File: src/rtl/cpt_pkg.sv
// Shared types, widths, register indexes and default rates for the
// prescaled timer block. No dependencies.
`default_nettype none

package cpt_pkg;

    localparam int NUM_TIMERS = 4;
    localparam int ACC_W      = 32;
    localparam int CNT_W      = 8;
    localparam int LINE_W     = 16;
    localparam int TICK_W     = 8;
    localparam int CFG_IDX_W  = 3;
    localparam int CFG_DATA_W = 8;
    localparam int SEL_W      = 2;

    localparam int DEF_LINE_TICKS     = 515;
    localparam int DEF_RATE_BASE      = 8;
    localparam int DEF_RATE_QUARTER   = 32;
    localparam int DEF_RATE_SIXTEENTH = 128;
    localparam int DEF_RATE_SLOWEST   = 2048;

    typedef logic [ACC_W-1:0]  t_accum;
    typedef logic [CNT_W-1:0]  t_count;
    typedef logic [LINE_W-1:0] t_line;

    typedef enum logic [CFG_IDX_W-1:0] {
        CFG_RUN_MASK    = 3'd0,
        CFG_MODE_PAIR_A = 3'd1,
        CFG_MODE_PAIR_B = 3'd2,
        CFG_LIMIT_ZERO  = 3'd3,
        CFG_LIMIT_ONE   = 3'd4,
        CFG_LIMIT_TWO   = 3'd5,
        CFG_LIMIT_THREE = 3'd6
    } t_cfg_index;

    typedef enum logic [SEL_W-1:0] {
        SEL_PULSE  = 2'd0,
        SEL_RATE_A = 2'd1,
        SEL_RATE_B = 2'd2,
        SEL_RATE_C = 2'd3
    } t_clk_sel;

    typedef struct packed {
        logic     run;
        t_clk_sel sel;
        t_count   limit;
        logic     pulse;
    } t_timer_ctrl;

    typedef struct packed {
        logic match;
        logic pulse_used;
    } t_timer_stat;

endpackage

`default_nettype wire

File: src/rtl/cascadable_prescaled_timers.sv
// Top level of the cascadable prescaled timer block: input stage, line
// accumulator, four timer units and the result register.
// Depends on cpt_pkg and cpt_timer_unit.
//
// Usage:
//   Input channel (i_in_valid / o_in_ready) carries one slice of CPU ticks
//   and the h-blank flag per transfer. Output channel (o_out_valid /
//   i_out_ready) returns exactly one result per slice: line_end and the
//   four match pulses, in order.
//   Config channel (i_cfg_valid / o_cfg_ready) is always ready and writes
//   register i_cfg_index with i_cfg_data; index 7 is ignored. Write only
//   while no slice is in flight.
//   Path: the input register, then the result register. Throughput: one slice
//   per cycle while the receiver takes results; the combinational timer chain
//   (counter 0 into 1, counter 2 into 3) sets that figure.
//   Rates must be powers of two.
//   Reset (synchronous, active low) clears all counters, prescalers, the
//   line accumulator, the config registers and the valid bits of both stages.
//   Receiver stall: the result register holds; the input register takes one
//   more slice, then o_in_ready drops until the result is taken.
`default_nettype none

module cascadable_prescaled_timers
    import cpt_pkg::*;
#(
    parameter int LINE_TICKS     = DEF_LINE_TICKS,
    parameter int RATE_BASE      = DEF_RATE_BASE,
    parameter int RATE_QUARTER   = DEF_RATE_QUARTER,
    parameter int RATE_SIXTEENTH = DEF_RATE_SIXTEENTH,
    parameter int RATE_SLOWEST   = DEF_RATE_SLOWEST
) (
    input  logic                  i_clk,
    input  logic                  i_rst_n,
    input  logic                  i_in_valid,
    output logic                  o_in_ready,
    input  logic [TICK_W-1:0]     i_ticks,
    input  logic                  i_hblank_flag,
    output logic                  o_out_valid,
    input  logic                  i_out_ready,
    output logic                  o_line_end,
    output logic                  o_match_zero,
    output logic                  o_match_one,
    output logic                  o_match_two,
    output logic                  o_match_three,
    input  logic                  i_cfg_valid,
    output logic                  o_cfg_ready,
    input  logic [CFG_IDX_W-1:0]  i_cfg_index,
    input  logic [CFG_DATA_W-1:0] i_cfg_data
);

    localparam int SH_BASE      = $clog2(RATE_BASE);
    localparam int SH_HALF      = SH_BASE - 1;
    localparam int SH_QUARTER   = $clog2(RATE_QUARTER);
    localparam int SH_SIXTEENTH = $clog2(RATE_SIXTEENTH);
    localparam int SH_SLOWEST   = $clog2(RATE_SLOWEST);
    localparam t_line LINE_LEN  = t_line'(LINE_TICKS);

    logic [NUM_TIMERS-1:0] r_run_mask;
    t_clk_sel              r_sel [NUM_TIMERS];
    t_count                r_limit [NUM_TIMERS];

    logic               r_in_valid;
    logic [TICK_W-1:0]  r_ticks;
    logic               r_hblank;

    t_line  r_line_accum, n_line_accum;
    logic   r_hblank_latch, n_hblank_latch;
    t_accum r_accum [NUM_TIMERS];
    t_count r_count [NUM_TIMERS];

    logic r_out_valid;
    logic r_line_end;
    logic [NUM_TIMERS-1:0] r_match;

    logic        w_advance;
    logic        w_cfg_write;
    logic [LINE_W:0] w_line_sum;
    t_line       w_line_sat;
    logic        w_line;
    logic        w_latch_mid;
    t_accum      w_acc_add [NUM_TIMERS];
    t_accum      n_accum [NUM_TIMERS];
    t_count      n_count [NUM_TIMERS];
    t_timer_ctrl w_ctrl [NUM_TIMERS];
    t_timer_stat w_stat [NUM_TIMERS];

    assign w_advance   = r_in_valid && (!r_out_valid || i_out_ready);
    assign o_in_ready  = !r_in_valid || w_advance;
    assign o_cfg_ready = 1'b1;
    assign w_cfg_write = i_cfg_valid;

    // line boundary
    always_comb begin
        w_line_sum   = {1'b0, r_line_accum} + (LINE_W + 1)'(r_ticks);
        w_line_sat   = w_line_sum[LINE_W] ? '1 : w_line_sum[LINE_W-1:0];
        w_line       = (w_line_sat >= LINE_LEN);
        n_line_accum = w_line ? (w_line_sat - LINE_LEN) : w_line_sat;
        w_latch_mid  = w_line ? r_hblank : r_hblank_latch;
    end

    always_comb begin
        for (int i = 0; i < NUM_TIMERS; i++) begin
            w_acc_add[i]    = r_accum[i] + t_accum'(r_ticks);
            w_ctrl[i].run   = r_run_mask[i];
            w_ctrl[i].sel   = r_sel[i];
            w_ctrl[i].limit = r_limit[i];
        end
        w_ctrl[0].pulse = w_latch_mid;
        w_ctrl[1].pulse = w_stat[0].match;
        w_ctrl[2].pulse = 1'b0;
        w_ctrl[3].pulse = w_stat[2].match;
        n_hblank_latch  = w_latch_mid && !w_stat[0].pulse_used;
    end

    cpt_timer_unit #(
        .SHIFT_A(SH_BASE), .SHIFT_B(SH_QUARTER), .SHIFT_C(SH_SIXTEENTH)
    ) u_timer_zero (
        .i_accum(w_acc_add[0]), .i_count(r_count[0]), .i_ctrl(w_ctrl[0]),
        .o_accum(n_accum[0]), .o_count(n_count[0]), .o_stat(w_stat[0])
    );

    cpt_timer_unit #(
        .SHIFT_A(SH_BASE), .SHIFT_B(SH_SIXTEENTH), .SHIFT_C(SH_SLOWEST)
    ) u_timer_one (
        .i_accum(w_acc_add[1]), .i_count(r_count[1]), .i_ctrl(w_ctrl[1]),
        .o_accum(n_accum[1]), .o_count(n_count[1]), .o_stat(w_stat[1])
    );

    cpt_timer_unit #(
        .SHIFT_A(SH_HALF), .SHIFT_B(SH_QUARTER), .SHIFT_C(SH_SIXTEENTH)
    ) u_timer_two (
        .i_accum(w_acc_add[2]), .i_count(r_count[2]), .i_ctrl(w_ctrl[2]),
        .o_accum(n_accum[2]), .o_count(n_count[2]), .o_stat(w_stat[2])
    );

    cpt_timer_unit #(
        .SHIFT_A(SH_BASE), .SHIFT_B(SH_SIXTEENTH), .SHIFT_C(SH_SLOWEST)
    ) u_timer_three (
        .i_accum(w_acc_add[3]), .i_count(r_count[3]), .i_ctrl(w_ctrl[3]),
        .o_accum(n_accum[3]), .o_count(n_count[3]), .o_stat(w_stat[3])
    );

    // configuration registers
    always_ff @(posedge i_clk) begin
        if (!i_rst_n) begin
            r_run_mask <= '0;
            for (int i = 0; i < NUM_TIMERS; i++) begin
                r_sel[i]   <= SEL_PULSE;
                r_limit[i] <= '0;
            end
        end else if (w_cfg_write) begin
            case (t_cfg_index'(i_cfg_index))
                CFG_RUN_MASK:    r_run_mask <= i_cfg_data[NUM_TIMERS-1:0];
                CFG_MODE_PAIR_A: begin
                    r_sel[0] <= t_clk_sel'(i_cfg_data[1:0]);
                    r_sel[1] <= t_clk_sel'(i_cfg_data[3:2]);
                end
                CFG_MODE_PAIR_B: begin
                    r_sel[2] <= t_clk_sel'(i_cfg_data[1:0]);
                    r_sel[3] <= t_clk_sel'(i_cfg_data[3:2]);
                end
                CFG_LIMIT_ZERO:  r_limit[0] <= i_cfg_data;
                CFG_LIMIT_ONE:   r_limit[1] <= i_cfg_data;
                CFG_LIMIT_TWO:   r_limit[2] <= i_cfg_data;
                CFG_LIMIT_THREE: r_limit[3] <= i_cfg_data;
                default: ;
            endcase
        end
    end

    // input stage
    always_ff @(posedge i_clk) begin
        if (!i_rst_n) begin
            r_in_valid <= 1'b0;
        end else if (o_in_ready) begin
            r_in_valid <= i_in_valid;
        end
    end

    always_ff @(posedge i_clk) begin
        if (o_in_ready && i_in_valid) begin
            r_ticks  <= i_ticks;
            r_hblank <= i_hblank_flag;
        end
    end

    // timer state
    always_ff @(posedge i_clk) begin
        if (!i_rst_n) begin
            r_line_accum   <= '0;
            r_hblank_latch <= 1'b0;
            for (int i = 0; i < NUM_TIMERS; i++) begin
                r_accum[i] <= '0;
                r_count[i] <= '0;
            end
        end else if (w_advance) begin
            r_line_accum   <= n_line_accum;
            r_hblank_latch <= n_hblank_latch;
            for (int i = 0; i < NUM_TIMERS; i++) begin
                r_accum[i] <= n_accum[i];
                r_count[i] <= n_count[i];
            end
        end else if (w_cfg_write && (t_cfg_index'(i_cfg_index) == CFG_RUN_MASK)) begin
            for (int i = 0; i < NUM_TIMERS; i++) begin
                if (!i_cfg_data[i]) begin
                    r_count[i] <= '0;
                end
            end
        end
    end

    // result register
    always_ff @(posedge i_clk) begin
        if (!i_rst_n) begin
            r_out_valid <= 1'b0;
        end else if (w_advance) begin
            r_out_valid <= 1'b1;
        end else if (i_out_ready) begin
            r_out_valid <= 1'b0;
        end
    end

    always_ff @(posedge i_clk) begin
        if (w_advance) begin
            r_line_end <= w_line;
            for (int i = 0; i < NUM_TIMERS; i++) begin
                r_match[i] <= w_stat[i].match;
            end
        end
    end

    assign o_out_valid   = r_out_valid;
    assign o_line_end    = r_line_end;
    assign o_match_zero  = r_match[0];
    assign o_match_one   = r_match[1];
    assign o_match_two   = r_match[2];
    assign o_match_three = r_match[3];

endmodule

`default_nettype wire

File: src/rtl/cpt_timer_unit.sv
// One 8-bit timer step: prescale reduction, pulse advance and limit match.
// Depends on cpt_pkg. Rates are powers of two, given as shift amounts.
`default_nettype none

module cpt_timer_unit
    import cpt_pkg::*;
#(
    parameter int SHIFT_A = 3,
    parameter int SHIFT_B = 5,
    parameter int SHIFT_C = 7
) (
    input  t_accum      i_accum,
    input  t_count      i_count,
    input  t_timer_ctrl i_ctrl,
    output t_accum      o_accum,
    output t_count      o_count,
    output t_timer_stat o_stat
);

    localparam t_accum MASK_A = t_accum'((64'(1) << SHIFT_A) - 64'(1));
    localparam t_accum MASK_B = t_accum'((64'(1) << SHIFT_B) - 64'(1));
    localparam t_accum MASK_C = t_accum'((64'(1) << SHIFT_C) - 64'(1));

    t_count w_adv;
    logic   w_match;

    always_comb begin
        o_accum           = i_accum;
        w_adv             = i_count;
        o_stat.pulse_used = 1'b0;
        if (i_ctrl.run) begin
            case (i_ctrl.sel)
                SEL_PULSE: begin
                    if (i_ctrl.pulse) begin
                        w_adv             = i_count + t_count'(1);
                        o_accum           = '0;
                        o_stat.pulse_used = 1'b1;
                    end
                end
                SEL_RATE_A: begin
                    w_adv   = i_count + i_accum[SHIFT_A +: CNT_W];
                    o_accum = i_accum & MASK_A;
                end
                SEL_RATE_B: begin
                    w_adv   = i_count + i_accum[SHIFT_B +: CNT_W];
                    o_accum = i_accum & MASK_B;
                end
                default: begin
                    w_adv   = i_count + i_accum[SHIFT_C +: CNT_W];
                    o_accum = i_accum & MASK_C;
                end
            endcase
        end
        w_match      = i_ctrl.run && (i_ctrl.limit != '0) && (w_adv >= i_ctrl.limit);
        o_stat.match = w_match;
        o_count      = w_match ? '0 : w_adv;
    end

endmodule

`default_nettype wire

File: config.mk
export PLATFORM = sky130hd
export DESIGN_NAME = cascadable_prescaled_timers
export DESIGN_NICKNAME = d
export VERILOG_FILES = /design/src/rtl/cpt_pkg.sv /design/src/rtl/cascadable_prescaled_timers.sv /design/src/rtl/cpt_timer_unit.sv
export SDC_FILE = /design/constraint.sdc
export NUM_CORES = 1
export LEC_CHECK = 0
export ABC_CLOCK_PERIOD_IN_PS = 17300
export BUFFER_PORTS_ARGS = -buffer_cell sky130_fd_sc_hd__buf_4
export CAP_MARGIN = 20
export CORE_ASPECT_RATIO = 1.25
export CORE_MARGIN = 5
export CORE_UTILIZATION = 40
export DETAILED_ROUTE_END_ITERATION = 16
export PLACE_DENSITY = 0.57
export SYNTH_ARGS = -nofsm -noshare
export SYNTH_HDL_FRONTEND = slang
export SYNTH_SLANG_ARGS = --single-unit
File: constraint.sdc
create_clock -name i_clk -period 17.3 [get_ports i_clk]
set_clock_uncertainty 0.1 [all_clocks]
set_input_delay 1.73 -clock i_clk [delete_from_list [all_inputs] [get_ports i_clk]]
set_output_delay 1.73 -clock i_clk [all_outputs]
set_load 0.03 [all_outputs]
; After elaboration in Yosys (flattened, before gate mapping)
; Memories as Yosys holds them, arrays and structs flattened.
; Cells that the tools add are included.
[op_classes]
addsub = 21
n_mux = 102
bitwise = 20
n_reduce_logical = 28
eq_ne = 14
order_cmp = 5
[op_table]
columns = op, count
row1 = case mux 32 bit (3 select lines), 4
row2 = two-way mux 32 bit, 11
row3 = two-way mux 8 bit, 23
row4 = adder 32 x 8 -> 32 bit, 4
row5 = adder 8 bit, 12
row6 = case mux 8 bit (3 select lines), 4
row7 = two-way mux 1 bit, 54
row8 = >= comparator 8 bit, 4
row9 = two-way mux 16 bit, 2
row10 = nonzero test 8 bit, 4
row11 = "adder 8 x 1 -> 8 bit, second input constant", 3
row12 = bitwise OR 1 bit, 20
row13 = adder 16 x 8 -> 17 bit, 1
row14 = ">= comparator 16 x 10 -> 1 bit, second input constant", 1
row15 = "subtractor 16 x 10 -> 16 bit, second input constant", 1
row16 = logical AND 1 bit, 12
row17 = "== test 3 bit, second input constant", 3
row18 = "== test 2 x 1 -> 1 bit, second input constant", 4
row19 = "== test 2 bit, second input constant", 4
row20 = logical NOT 2 bit, 4
row21 = two-way mux 2 bit, 4
row22 = "== test 3 x 2 -> 1 bit, second input constant", 2
row23 = "== test 3 x 1 -> 1 bit, second input constant", 1
row24 = logical NOT 1 bit, 3
row25 = 4 further kinds, 5
[word_totals]
reg_bits = 37
ramBits = 200
memories = 4
out_inout_bits = 8
elab_cells = 203
in_bits = 25
[mem_list]
columns = name, depth, word_bits, rd, rd_clocked_by_memory_dff, write_ports, line
row1 = r_accum, 4, 32, 4, 0, 4, cascadable_prescaled_timers.sv:68  ; t_accum r_accum [NUM_TIMERS];
row2 = r_count, 4, 8, 4, 0, 4, cascadable_prescaled_timers.sv:69  ; t_count r_count [NUM_TIMERS];
row3 = r_limit, 4, 8, 4, 0, 4, cascadable_prescaled_timers.sv:60  ; t_count r_limit [NUM_TIMERS];
row4 = r_sel, 4, 2, 4, 0, 4, cascadable_prescaled_timers.sv:59  ; t_clk_sel r_sel [NUM_TIMERS];

; Logic depth before layout (Yosys ltp)
; Gate-level depths: netlist (run 1).
[depth]
word_depth = 17
depth_mapped = 42
mapped_depth_nobuf = 42

; By module
; Synthesis (run 1) repeated with hierarchy kept, for this count alone.
[unflattened]
cells_unflattened = 2001
area_unflattened_um2 = 18297.5
[by_module_without_submodules]
columns = module, instances, cells_per_inst, area_each_um2, seq_area_each_um2
row1 = cascadable_prescaled_timers, 1, 1225, 13017.5, 6726.5
row2 = cpt_timer_unit (u_timer_one ...), 2, 194, 1347.5, 0.0
row3 = cpt_timer_unit (u_timer_zero), 1, 195, 1295.0, 0.0
row4 = cpt_timer_unit (u_timer_two), 1, 193, 1290.0, 0.0

; Least setup slack after synthesis (run 1)
; Ideal clock, no wire load.
[synth_timing]
path_type = flip-flop to flip-flop
from = register r_ticks[0]
to = memory r_count[1][0] (netlist bit), data pin
n_path_buf = 2
synth_period_minus_slack_ns = 7.783
required_ns = 17.060
t_arrival_ns = 7.543
path_stages_with_launch = 40
setup_time_ns = 0.140
path_slack_ns = 9.517
cell_sequence = edfxtp_1 -> ha_1 -> fa_1 -> nand3_1 -> a211o_1 -> a21oi_2 -> or2_2 -> ha_1 -> nor4_1 -> o21bai_1 -> o211ai_1 -> or3_4 -> and2_1 -> buf_6 -> nor3_1 -> o21ai_0 -> a21boi_0 -> ha_1 -> (+4 left out) -> o21ai_0 -> a211oi_1 -> nor3_1 -> clkbuf_1 -> a22o_1 -> a22oi_1 -> ha_1 -> nand2b_1 -> a21o_1 -> a21o_1 -> a21o_1 -> a21o_1 -> a21o_1 -> a21o_1 -> a21oi_1 -> a211oi_1 -> nor3_1 -> nor2b_1
[synth_lines]
columns = item, line
row1 = "start, declared", cascadable_prescaled_timers.sv:63  ; logic [TICK_W-1:0] r_ticks;
row2 = "start signal, assigned", cascadable_prescaled_timers.sv:182  ; r_ticks <= i_ticks;
row3 = "end, declared", cascadable_prescaled_timers.sv:69

==> results of run 1 <==
[cells by family after synthesis]
family	after synthesis	synth area share
AOI/OAI and AO/OA	367	0.190
xor gates and xnor gates	103	0.0675
adders and majority gates	129	0.126
buffers and inverters	148	0.0429
DFF	177	0.368
muxes	21	0.0160
other	1	0.000281
and+or+nand+nor	489	0.189
[area by class of cell]
| class | count | area, µm² |
|---|---|---|
| Fill cell | 3174 | 18200 |
| Inverter | 103 | 387 |
| Timing Repair Buffer | 44 | 330 |
| Clock buffer | 20 | 447 |
| Sequential cell | 177 | 4920 |
| Multi-Input combinational cell | 1110 | 7880 |
| Clock inverter | 12 | 201 |
| Tap cell | 418 | 523 |
[Yosys cell counts (33+ instances only)]
master | number | area, µm²
a21o_1 | 35 | 263
dfxtp_1 | 39 | 781
ha_1 | 120 | 1500
edfxtp_1 | 138 | 4140
a21oi_1 | 97 | 485
nand2_1 | 99 | 372
and2_1 | 69 | 432
nor2_1 | 116 | 435
and3_1 | 38 | 238
inv_1 | 101 | 379
nor2b_1 | 33 | 206
xnor2_1 | 71 | 622
clkbuf_1 | 37 | 139
o21ai_0 | 53 | 265
[worst paths after layout]
check	from	depth (start not counted)	slack [ps]	to
setup / recovery	r_ticks[0]	39	7900	r_count[1][0]
hold / removal	r_line_accum[6]	2	370	r_line_accum[6]
hold reg to reg	r_line_accum[6]	2	370	r_line_accum[6]
setup reg to reg	r_ticks[0]	39	7900	r_count[1][0]
[placed cells by master, fill, tap and decap left out, types with 6 or more instances in the layout]
| cell | synthesis | layout |
|---|---|---|
| fa_1 | 9 | 9 |
| ha_1 | 120 | 120 |
| nand2_1 | 99 | 99 |
| or2_2 | 8 | 8 |
| nand4_1 | 11 | 11 |
| inv_1 | 101 | 100 |
| dfxtp_1 | 39 | 39 |
| o21bai_1 | 16 | 16 |
| a21boi_0 | 9 | 9 |
| nor4_1 | 8 | 8 |
| a221oi_1 | 16 | 16 |
| clkbuf_16 | 0 | 17 |
| nand2b_1 | 22 | 22 |
| xnor2_1 | 71 | 71 |
| nor3b_1 | 11 | 11 |
| a211oi_1 | 14 | 14 |
| a21o_1 | 35 | 35 |
| a22o_1 | 8 | 8 |
| nor2_1 | 116 | 115 |
| or3_1 | 6 | 6 |
| mux2i_1 | 18 | 18 |
| and2_1 | 69 | 69 |
| nand3_1 | 26 | 26 |
| a31oi_1 | 6 | 6 |
| nor2b_1 | 33 | 33 |
| xor2_1 | 32 | 32 |
| o211ai_1 | 9 | 9 |
| o22ai_1 | 7 | 7 |
| edfxtp_1 | 138 | 138 |
| o31ai_1 | 12 | 12 |
| nor3_1 | 19 | 19 |
| o21ai_0 | 53 | 53 |
| and3_1 | 38 | 38 |
| a21oi_1 | 97 | 97 |
| o21a_1 | 14 | 14 |
| buf_4 | 2 | 38 |
[through the flow]
stage	std cells	hold WS, ps	utilization	instance area (µm²)
2_1_floorplan	1435	329	-	13400
3_5_place_dp	1846	365	0.426	14000
6_report	1884	373	0.447	14700
3_3_place_gp	1845	347	0.426	14000
4_1_cts	1878	377	0.446	14600
5_1_grt	1884	417	0.447	14700
[power groups by stage]
stage | combinational, W | clock (W) | sequential, W
after global placement | 0.000466 | 0 | 0.000537
after detailed placement | 0.000467 | 0 | 0.000537
after global routing | 0.000528 | 0.000458 | 0.000533
final | 0.000472 | 0.000433 | 0.000529
after floorplan | 0.000364 | 0 | 0.000526
after CTS | 0.000472 | 0.000444 | 0.000529
[flip-flops by register name (all words and copies together) (netlist names)]
signal,cells
r_match,4
r_count,32
r_run_mask,4
r_limit,32
r_in_valid,1
o_out_valid,1
o_line_end,1
r_line_accum,16
r_hblank,1
r_sel,8
r_accum,68
r_ticks,8
r_hblank_latch,1
[critical path, delay by kind of cell (launching register included)]
family	cells	cell delay (ps)
simple gates	12	2900
fa+ha+maj	5	1510
buf+inv	1	180
flops	1	490
compound gates	21	4070
[routing by layer]
layer / vias to the layer above / wire length [µm] / track usage
met3: 47 / 996 / 0.0235
met5: - / 0 / 0
met4: 0 / 1090 / 0.0745
met2: 193 / 17800 / 0.341
met1: 5058 / 14800 / 0.223
li1: 5231 / - / -
==> flow_summary.toml, run 1 <==
[status]
status = "completed"

[place]
hpwl_um = 26300
place.port_buffers = 31
place_congestion = 0.881
preCtsSetupSlack_ps = 7900

[global_route]
gr-total-overflow = 0
grt_antenna_before_repair = 0
grt_usage = 0.187
grt_pass1_wl_um = 55900
grt_pass1_vias = 10600
grt_start_max_net_pins = 73

[critical_path]
cp_common_cell = "a21o_1"
cp.required_ps = 17500
cp-end-kind = "register"
cp_data_arrival_time_ps = 9610
start_kind = "register"
crit_path_max_incr_delay_ps = 580
crit_type = "reg -> reg"
critPathMaxFanout = 14
slowest_stage = "nor3_1"

[clocking]
ctsLongestPathBuffers = 2
hold_buffers = 0
htree_levels = 4
clk_transition_reported_paths_ps = 70
ctsResizeCount = 0
post_cts_buffers = 0
root_buffer = "clkbuf_16"
clock-sinks = 177
cts_tree = "yes"
clk_latency_ps = 440
numCtsBuffers = 17

[drt]
wl_per_cell_um = 18.4
route.detailed.drc = 0
postRouteAntennaNets = 0
viasPerCell = 5.59
first_pass_iters = 5
drt_iter0_drc = 650
routed_wl_um = 34700
vias = 10500

[timing]
max_freq_mhz = 106
relSlewSlack = 0.320
period_share = 0.544
final.setup.tns_ps = 0
fin_crit_ps = 9400
setup_viol = 0
rsz0062_at_grt = "false"
max_slew.worst_pin.slew_ps = 1020
layout_setup_ws_ps = 7900
hold_viol = 0
maxSlewViolCount = 0

[pwr]
power_density_mw_per_mm2 = 97.5
p_comb_frac = 0.329
seqPwrFrac = 0.369
netSwitchingPower_w = 0.000491
p_total_w = 0.00143
switching_share = 0.343
power.share.clock = 0.302
intPower_w = 0.000942
ir_drop_uv = 59.1
leakage_nw = 6.14

[die]
ios = 33
start_util = 0.407
fp.coreArea_mm2 = 0.0329
die-area_mm2 = 0.0372
rows = 74
die_h_um = 214
die_x_um = 174

[synth]
ys.warnings.count = 0
syn_nets = 1589
ys.flop_type = "edfxtp_1"
synth_edf_count = 138
synth_area_mm2 = 0.0134
ys_ff_latch = 177
synthArstFlopShare = 0
synth.distinct_cells = 89
yosysSeqAreaShare = 0.368
syn_avg_cell_area_um2 = 9.31
syn_inst = 1435

[layout]
drive_gt1_frac = 0.0757
antennaDiodeCount = 0
final_nets = 1607
area_growth_syn_to_layout_pct = 9.91

[hold_path]
min_path_type = "reg -> reg"

[flow_run]
drv_cap = 0
Note: power is estimated with default switching activity, not from simulation.
==> run 2: changes to the inputs <==
--- a/config.mk
+++ b/config.mk
@@ -5,14 +5,14 @@
 export SDC_FILE = /design/constraint.sdc
 export NUM_CORES = 1
 export LEC_CHECK = 0
-export ABC_CLOCK_PERIOD_IN_PS = 17300
+export ABC_CLOCK_PERIOD_IN_PS = 7900
 export BUFFER_PORTS_ARGS = -buffer_cell sky130_fd_sc_hd__buf_4
 export CAP_MARGIN = 20
 export CORE_ASPECT_RATIO = 1.25
 export CORE_MARGIN = 5
 export CORE_UTILIZATION = 40
 export DETAILED_ROUTE_END_ITERATION = 16
-export PLACE_DENSITY = 0.57
+export PLACE_DENSITY = 0.59
 export SYNTH_ARGS = -nofsm -noshare
 export SYNTH_HDL_FRONTEND = slang
 export SYNTH_SLANG_ARGS = --single-unit
==> constraint.sdc (replaced) <==
create_clock -name i_clk -period 7.9 [get_ports i_clk]
set_clock_uncertainty 0.1 [all_clocks]
set_input_delay 0.79 -clock i_clk [delete_from_list [all_inputs] [get_ports i_clk]]
set_output_delay 0.79 -clock i_clk [all_outputs]
set_load 0.03 [all_outputs]
==> flow_summary.toml, run 2 (synthesized netlist as in run 1, its figures left out) <==
[layout]
top_regs = "r_accum (68), r_count (32), r_limit (32)"
area_growth_syn_to_layout_pct = 15.5
final_cell_area_mm2 = 0.0154
mostFrequentLayoutCell = "edfxtp_1"
drive_gt1_frac = 0.154
multiInputGateArea_mm2 = 0.00826
largest_register = "r_accum"
final_nets = 1663
fillerInstances = 3090
antennaDiodeCount = 0
regArea_mm2 = 0.00492
layout_common_cells = "138 x edfxtp_1, 114 x nor2_1, 114 x ha_1"
largest_reg_flops = 68

[global_route]
met1_usage = 0.223
gr-total-overflow = 0
grt_start_max_net_pins = 56
grt_antenna_before_repair = 0
grt_pass1_wl_um = 55400
grt_usage = 0.183
busiest_layer = "met2"
grtUsageMet3 = 0.0220
globalRouteMet2Util = 0.333
grt_pass1_vias = 10800

[timing]
relSlewSlack = 0.288
layout_setup_ws_ps = 332
max_freq_mhz = 132
max_slew.worst_pin.slew_ps = 1060
period_share = 0.958
setup_viol = 0
hold_viol = 0
maxSlewViolCount = 0
holdWs_ps = 371
fin_crit_ps = 7570

[critical_path]
cp_data_arrival_time_ps = 7790
crit_type = "reg -> reg"
crit_path_max_incr_delay_ps = 490
critPathMaxFanout = 8
start_kind = "register"
cp.required_ps = 8120
timing.reg2reg.setup_slack_ps = 330
cp_common_cell = "a21o_1"
slowest_stage = "edfxtp_1"
cp-end-kind = "register"

[drt]
first_pass_iters = 5
postRouteAntennaNets = 0
vias = 10700
wl_per_cell_um = 17.8
drt_iter0_drc = 596
routed_wl_um = 34500
viasPerCell = 5.54
route.detailed.drc = 0

[clocking]
clk_transition_reported_paths_ps = 70
htree_levels = 4
clock-sinks = 177
numCtsBuffers = 17
cts_tree = "yes"
root_buffer = "clkbuf_16"
clk_latency_ps = 460
ctsLongestPathBuffers = 2

[die]
rows = 74
die_h_um = 214
start_util = 0.407
fp.coreArea_mm2 = 0.0329
die_x_um = 174
die-area_mm2 = 0.0372
ios = 33

[pwr]
power_density_mw_per_mm2 = 206
ir_drop_uv = 162
leakage_nw = 6.48

[place]
place.port_buffers = 31
place_congestion = 0.841
preCtsSetupSlack_ps = -217
hpwl_um = 25500
placed_cell_area_mm2 = 0.0142

[flow_run]
drv_cap = 0

[hold_path]
min_path_type = "reg -> reg"

[status]
status = "completed"
-- run 2: cell types whose count changed in the layout (fill, tap and decap cells not counted), moves of 5 or more --
cell      change
a21oi_2      +16
buf_4        +55
o21ai_1       +5
ha_1          -6
a221oi_1      -5
a221oi_2      +5
ha_2          +5
o21ai_0      -10
a21oi_1      -17
-- run 2: final timing paths --
path	startpoint	to	cells after the start
max	r_ticks[1]	r_count[1][0]	40
min	r_hblank_latch	r_hblank_latch	2
max reg2reg	r_ticks[1]	r_count[1][0]	40
min reg2reg	r_hblank_latch	r_hblank_latch	2
-- run 2: stage by stage --
stage | utilization | instances | power (W) | TNS, ps
after floorplan | - | 1435 | 0.00195 | 0
after global placement | 0.433 | 1877 | 0.00221 | 0
after detailed placement | 0.433 | 1877 | 0.00222 | -1720
after CTS | 0.452 | 1910 | 0.00311 | 0
after global routing | 0.470 | 1940 | 0.00337 | -1090
final | 0.470 | 1940 | 0.00318 | 0
-- run 2: area by class of cell --
type	instances	share of cell area
multi-input combinational	1110	0.535
clock inverter	12	0.00875
sequential	177	0.319
clock buffer	20	0.0296
inverter	103	0.0250
tap	418	0.0339
timing repair buffer	100	0.0489
-- run 2: layer usage --
layer	part of all wire	vias to the layer above
li1	-	5346
met1	0.44	5192
met2	0.52	175
met3	0.024	31
met4	0.020	0
met5	0	-
-- run 2: critical path: cells and delay by family, from the launching register on --
| kind | cells | cell delay, ps |
|---|---|---|
| adders and majority gates | 4 | 1250 |
| muxes | 1 | 300 |
| AOI/OAI and AO/OA | 23 | 3480 |
| and+or+nand+nor | 7 | 1110 |
| DFF | 1 | 490 |
| buffers and inverters | 3 | 500 |
| xor gates and xnor gates | 2 | 210 |
-- run 2: what timing repair did --
action | in CTS | in global routing
gates cloned | 0 | 0
pin swaps | 3 | 53
gates resized for setup | 9 | 87
hold buffers | 0 | 0
setup buffers | 1 | 25
endpoints found under the setup margin | 16 | 18
-- run 2: report_power, final --
part / internal [W] / switching (W) / total, W
logic: 0.000489 / 0.000678 / 0.00117
clock network: 0.000484 / 0.000385 / 0.000868
registers: 0.00109 / 0.0000581 / 0.00114
==> run 3: changes to the inputs <==
--- a/config.mk
+++ b/config.mk
@@ -5,14 +5,13 @@
 export SDC_FILE = /design/constraint.sdc
 export NUM_CORES = 1
 export LEC_CHECK = 0
-export ABC_CLOCK_PERIOD_IN_PS = 7900
+export ABC_CLOCK_PERIOD_IN_PS = 6450
 export BUFFER_PORTS_ARGS = -buffer_cell sky130_fd_sc_hd__buf_4
 export CAP_MARGIN = 20
 export CORE_ASPECT_RATIO = 1.25
 export CORE_MARGIN = 5
 export CORE_UTILIZATION = 40
 export DETAILED_ROUTE_END_ITERATION = 16
-export PLACE_DENSITY = 0.59
 export SYNTH_ARGS = -nofsm -noshare
 export SYNTH_HDL_FRONTEND = slang
 export SYNTH_SLANG_ARGS = --single-unit
==> constraint.sdc (replaced) <==
create_clock -name i_clk -period 6.45 [get_ports i_clk]
set_clock_uncertainty 0.1 [all_clocks]
set_input_delay 0.645 -clock i_clk [delete_from_list [all_inputs] [get_ports i_clk]]
set_output_delay 0.645 -clock i_clk [all_outputs]
set_load 0.03 [all_outputs]
==> flow_summary.toml, run 3 (synthesized netlist as in run 1, its figures left out) <==
[clocking]
clock-sinks = 177
ctsLongestPathBuffers = 2
numCtsBuffers = 17
clk_transition_reported_paths_ps = 70
root_buffer = "clkbuf_16"
clk_latency_ps = 450
htree_levels = 4
cts_tree = "yes"

[pwr]
leakage_nw = 7.32
ir_drop_uv = 179
p_total_w = 0.00409
power_density_mw_per_mm2 = 243

[layout]
antennaDiodeCount = 0
mostFrequentLayoutCell = "buf_4"
multiInputGateArea_mm2 = 0.00836
largest_register = "r_accum"
area_growth_syn_to_layout_pct = 26.2
regArea_mm2 = 0.00492
final_nets = 1843
fillerInstances = 3008
final_cell_area_mm2 = 0.0169
top_regs = "r_accum (68), r_count (32), r_limit (32)"
drive_gt1_frac = 0.250
largest_reg_flops = 68
layout_common_cells = "271 x buf_4, 138 x edfxtp_1, 113 x nor2_1"

[critical_path]
cp_data_arrival_time_ps = 7430
start_kind = "register"
critPathMaxFanout = 8
cp.required_ps = 6670
startpoint = "r_ticks[0]"
cp_common_cell = "a21o_1"
r2r-start = "r_ticks[0]"
cp-end-kind = "register"
crit_type = "reg -> reg"
crit_path_max_incr_delay_ps = 420
slowest_stage = "edfxtp_1"
timing.reg2reg.setup_slack_ps = -760

[timing]
setup_viol = 18
max_freq_mhz = 139
layout_setup_ws_ps = -757
hold_viol = 0
maxSlewViolCount = 0
fin_crit_ps = 7210
max_slew.worst_pin.slew_ps = 1030
period_share = 1.12
relSlewSlack = 0.307
rsz0062_at_grt = "true"

[die]
die-area_mm2 = 0.0372
die_x_um = 174
fp.coreArea_mm2 = 0.0329
start_util = 0.407
rows = 74
die_h_um = 214
ios = 33

[global_route]
gr-total-overflow = 0
grt_pass1_wl_um = 58900
grt_pass1_vias = 11700
grt_usage = 0.194
grt_antenna_before_repair = 0
grt_start_max_net_pins = 43

[hold_path]
min_path_type = "in -> reg"
hp-start = "i_hblank_flag"

[place]
place_congestion = 0.869
placed_cell_area_mm2 = 0.0156
preCtsSetupSlack_ps = -912
place.port_buffers = 31
hpwl_um = 26800

[drt]
postRouteAntennaNets = 0
vias = 11400
first_pass_iters = 5
route.detailed.drc = 0
viasPerCell = 5.39
drt_iter0_drc = 542
routed_wl_um = 35800
wl_per_cell_um = 16.9

[status]
violations = "negative setup slack"
status = "finished, violations left"

[flow_run]
drv_cap = 0
[run 3: cell types whose count changed in the layout (fill, tap and decap cells not counted), moves of 3 or more]
cell / before / now
inv_6: 0 / 3
nand3_2: 1 / 4
a21oi_2: 18 / 15
a211oi_2: 2 / 5
ha_4: 1 / 6
o21ai_1: 8 / 13
ha_1: 114 / 110
o21ai_0: 43 / 38
a211oi_1: 13 / 10
a221oi_1: 11 / 14
buf_4: 93 / 271
a221oi_2: 5 / 2
[run 3: report_power, final]
group	switching, W	leakage [nW]	internal (W)
clock network	0.000480	0.265	0.000535
logic	0.000884	5.32	0.000804
registers	0.0000610	1.73	0.00133
total	0.00142	7.32	0.00267
[run 3: path summary, 6_finish.rpt]
kind,to,cells past startpoint
max,r_count[1][0],40
min,r_hblank,1
max reg2reg,r_count[1][0],40
min reg2reg,r_line_accum[6],2
[run 3: stage by stage]
stage          TNS, ps  hold slack (ps)  utilization  std cells
2_1_floorplan    -5990              329            -       1435
3_3_place_gp    -13050              357        0.474       2035
3_5_place_dp    -13670              354        0.474       2036
4_1_cts         -11030              248        0.507       2107
5_1_grt         -18140              257        0.513       2120
6_report        -10830              265        0.513       2120
[run 3: layout make-up]
cell class                      instances  area share
Multi-Input combinational cell       1110       0.496
Sequential cell                       177       0.292
Timing Repair Buffer                  280       0.125
Tap cell                              418      0.0310
Clock buffer                           18      0.0254
Inverter                              103      0.0231
Clock inverter                         14     0.00779
[run 3: critical path: cells and delay by family (launching register included)]
kind	cells	cell delay, ps
buffers and inverters	3	470
AOI/OAI and AO/OA	21	3070
and+or+nand+nor	11	1780
DFF	1	420
adders and majority gates	5	1250
[run 3: what timing repair did]
| action | in CTS | in global routing |
|---|---|---|
| endpoints found under the setup margin | 18 | 18 |
| pin swaps | 40 | 30 |
| gates resized for setup | 41 | 26 |
| buffers inserted | 39 | 9 |
| hold buffers | 0 | 0 |
[run 3: layer usage]
layer / share of wire / vias to the layer above / global-route usage
met3: 0.024 / 51 / 0.0208
met1: 0.42 / 5505 / 0.225
li1: - / 5716 / -
met4: 0.025 / 0 / 0.0703
met2: 0.53 / 163 / 0.365
met5: 0 / - / 0
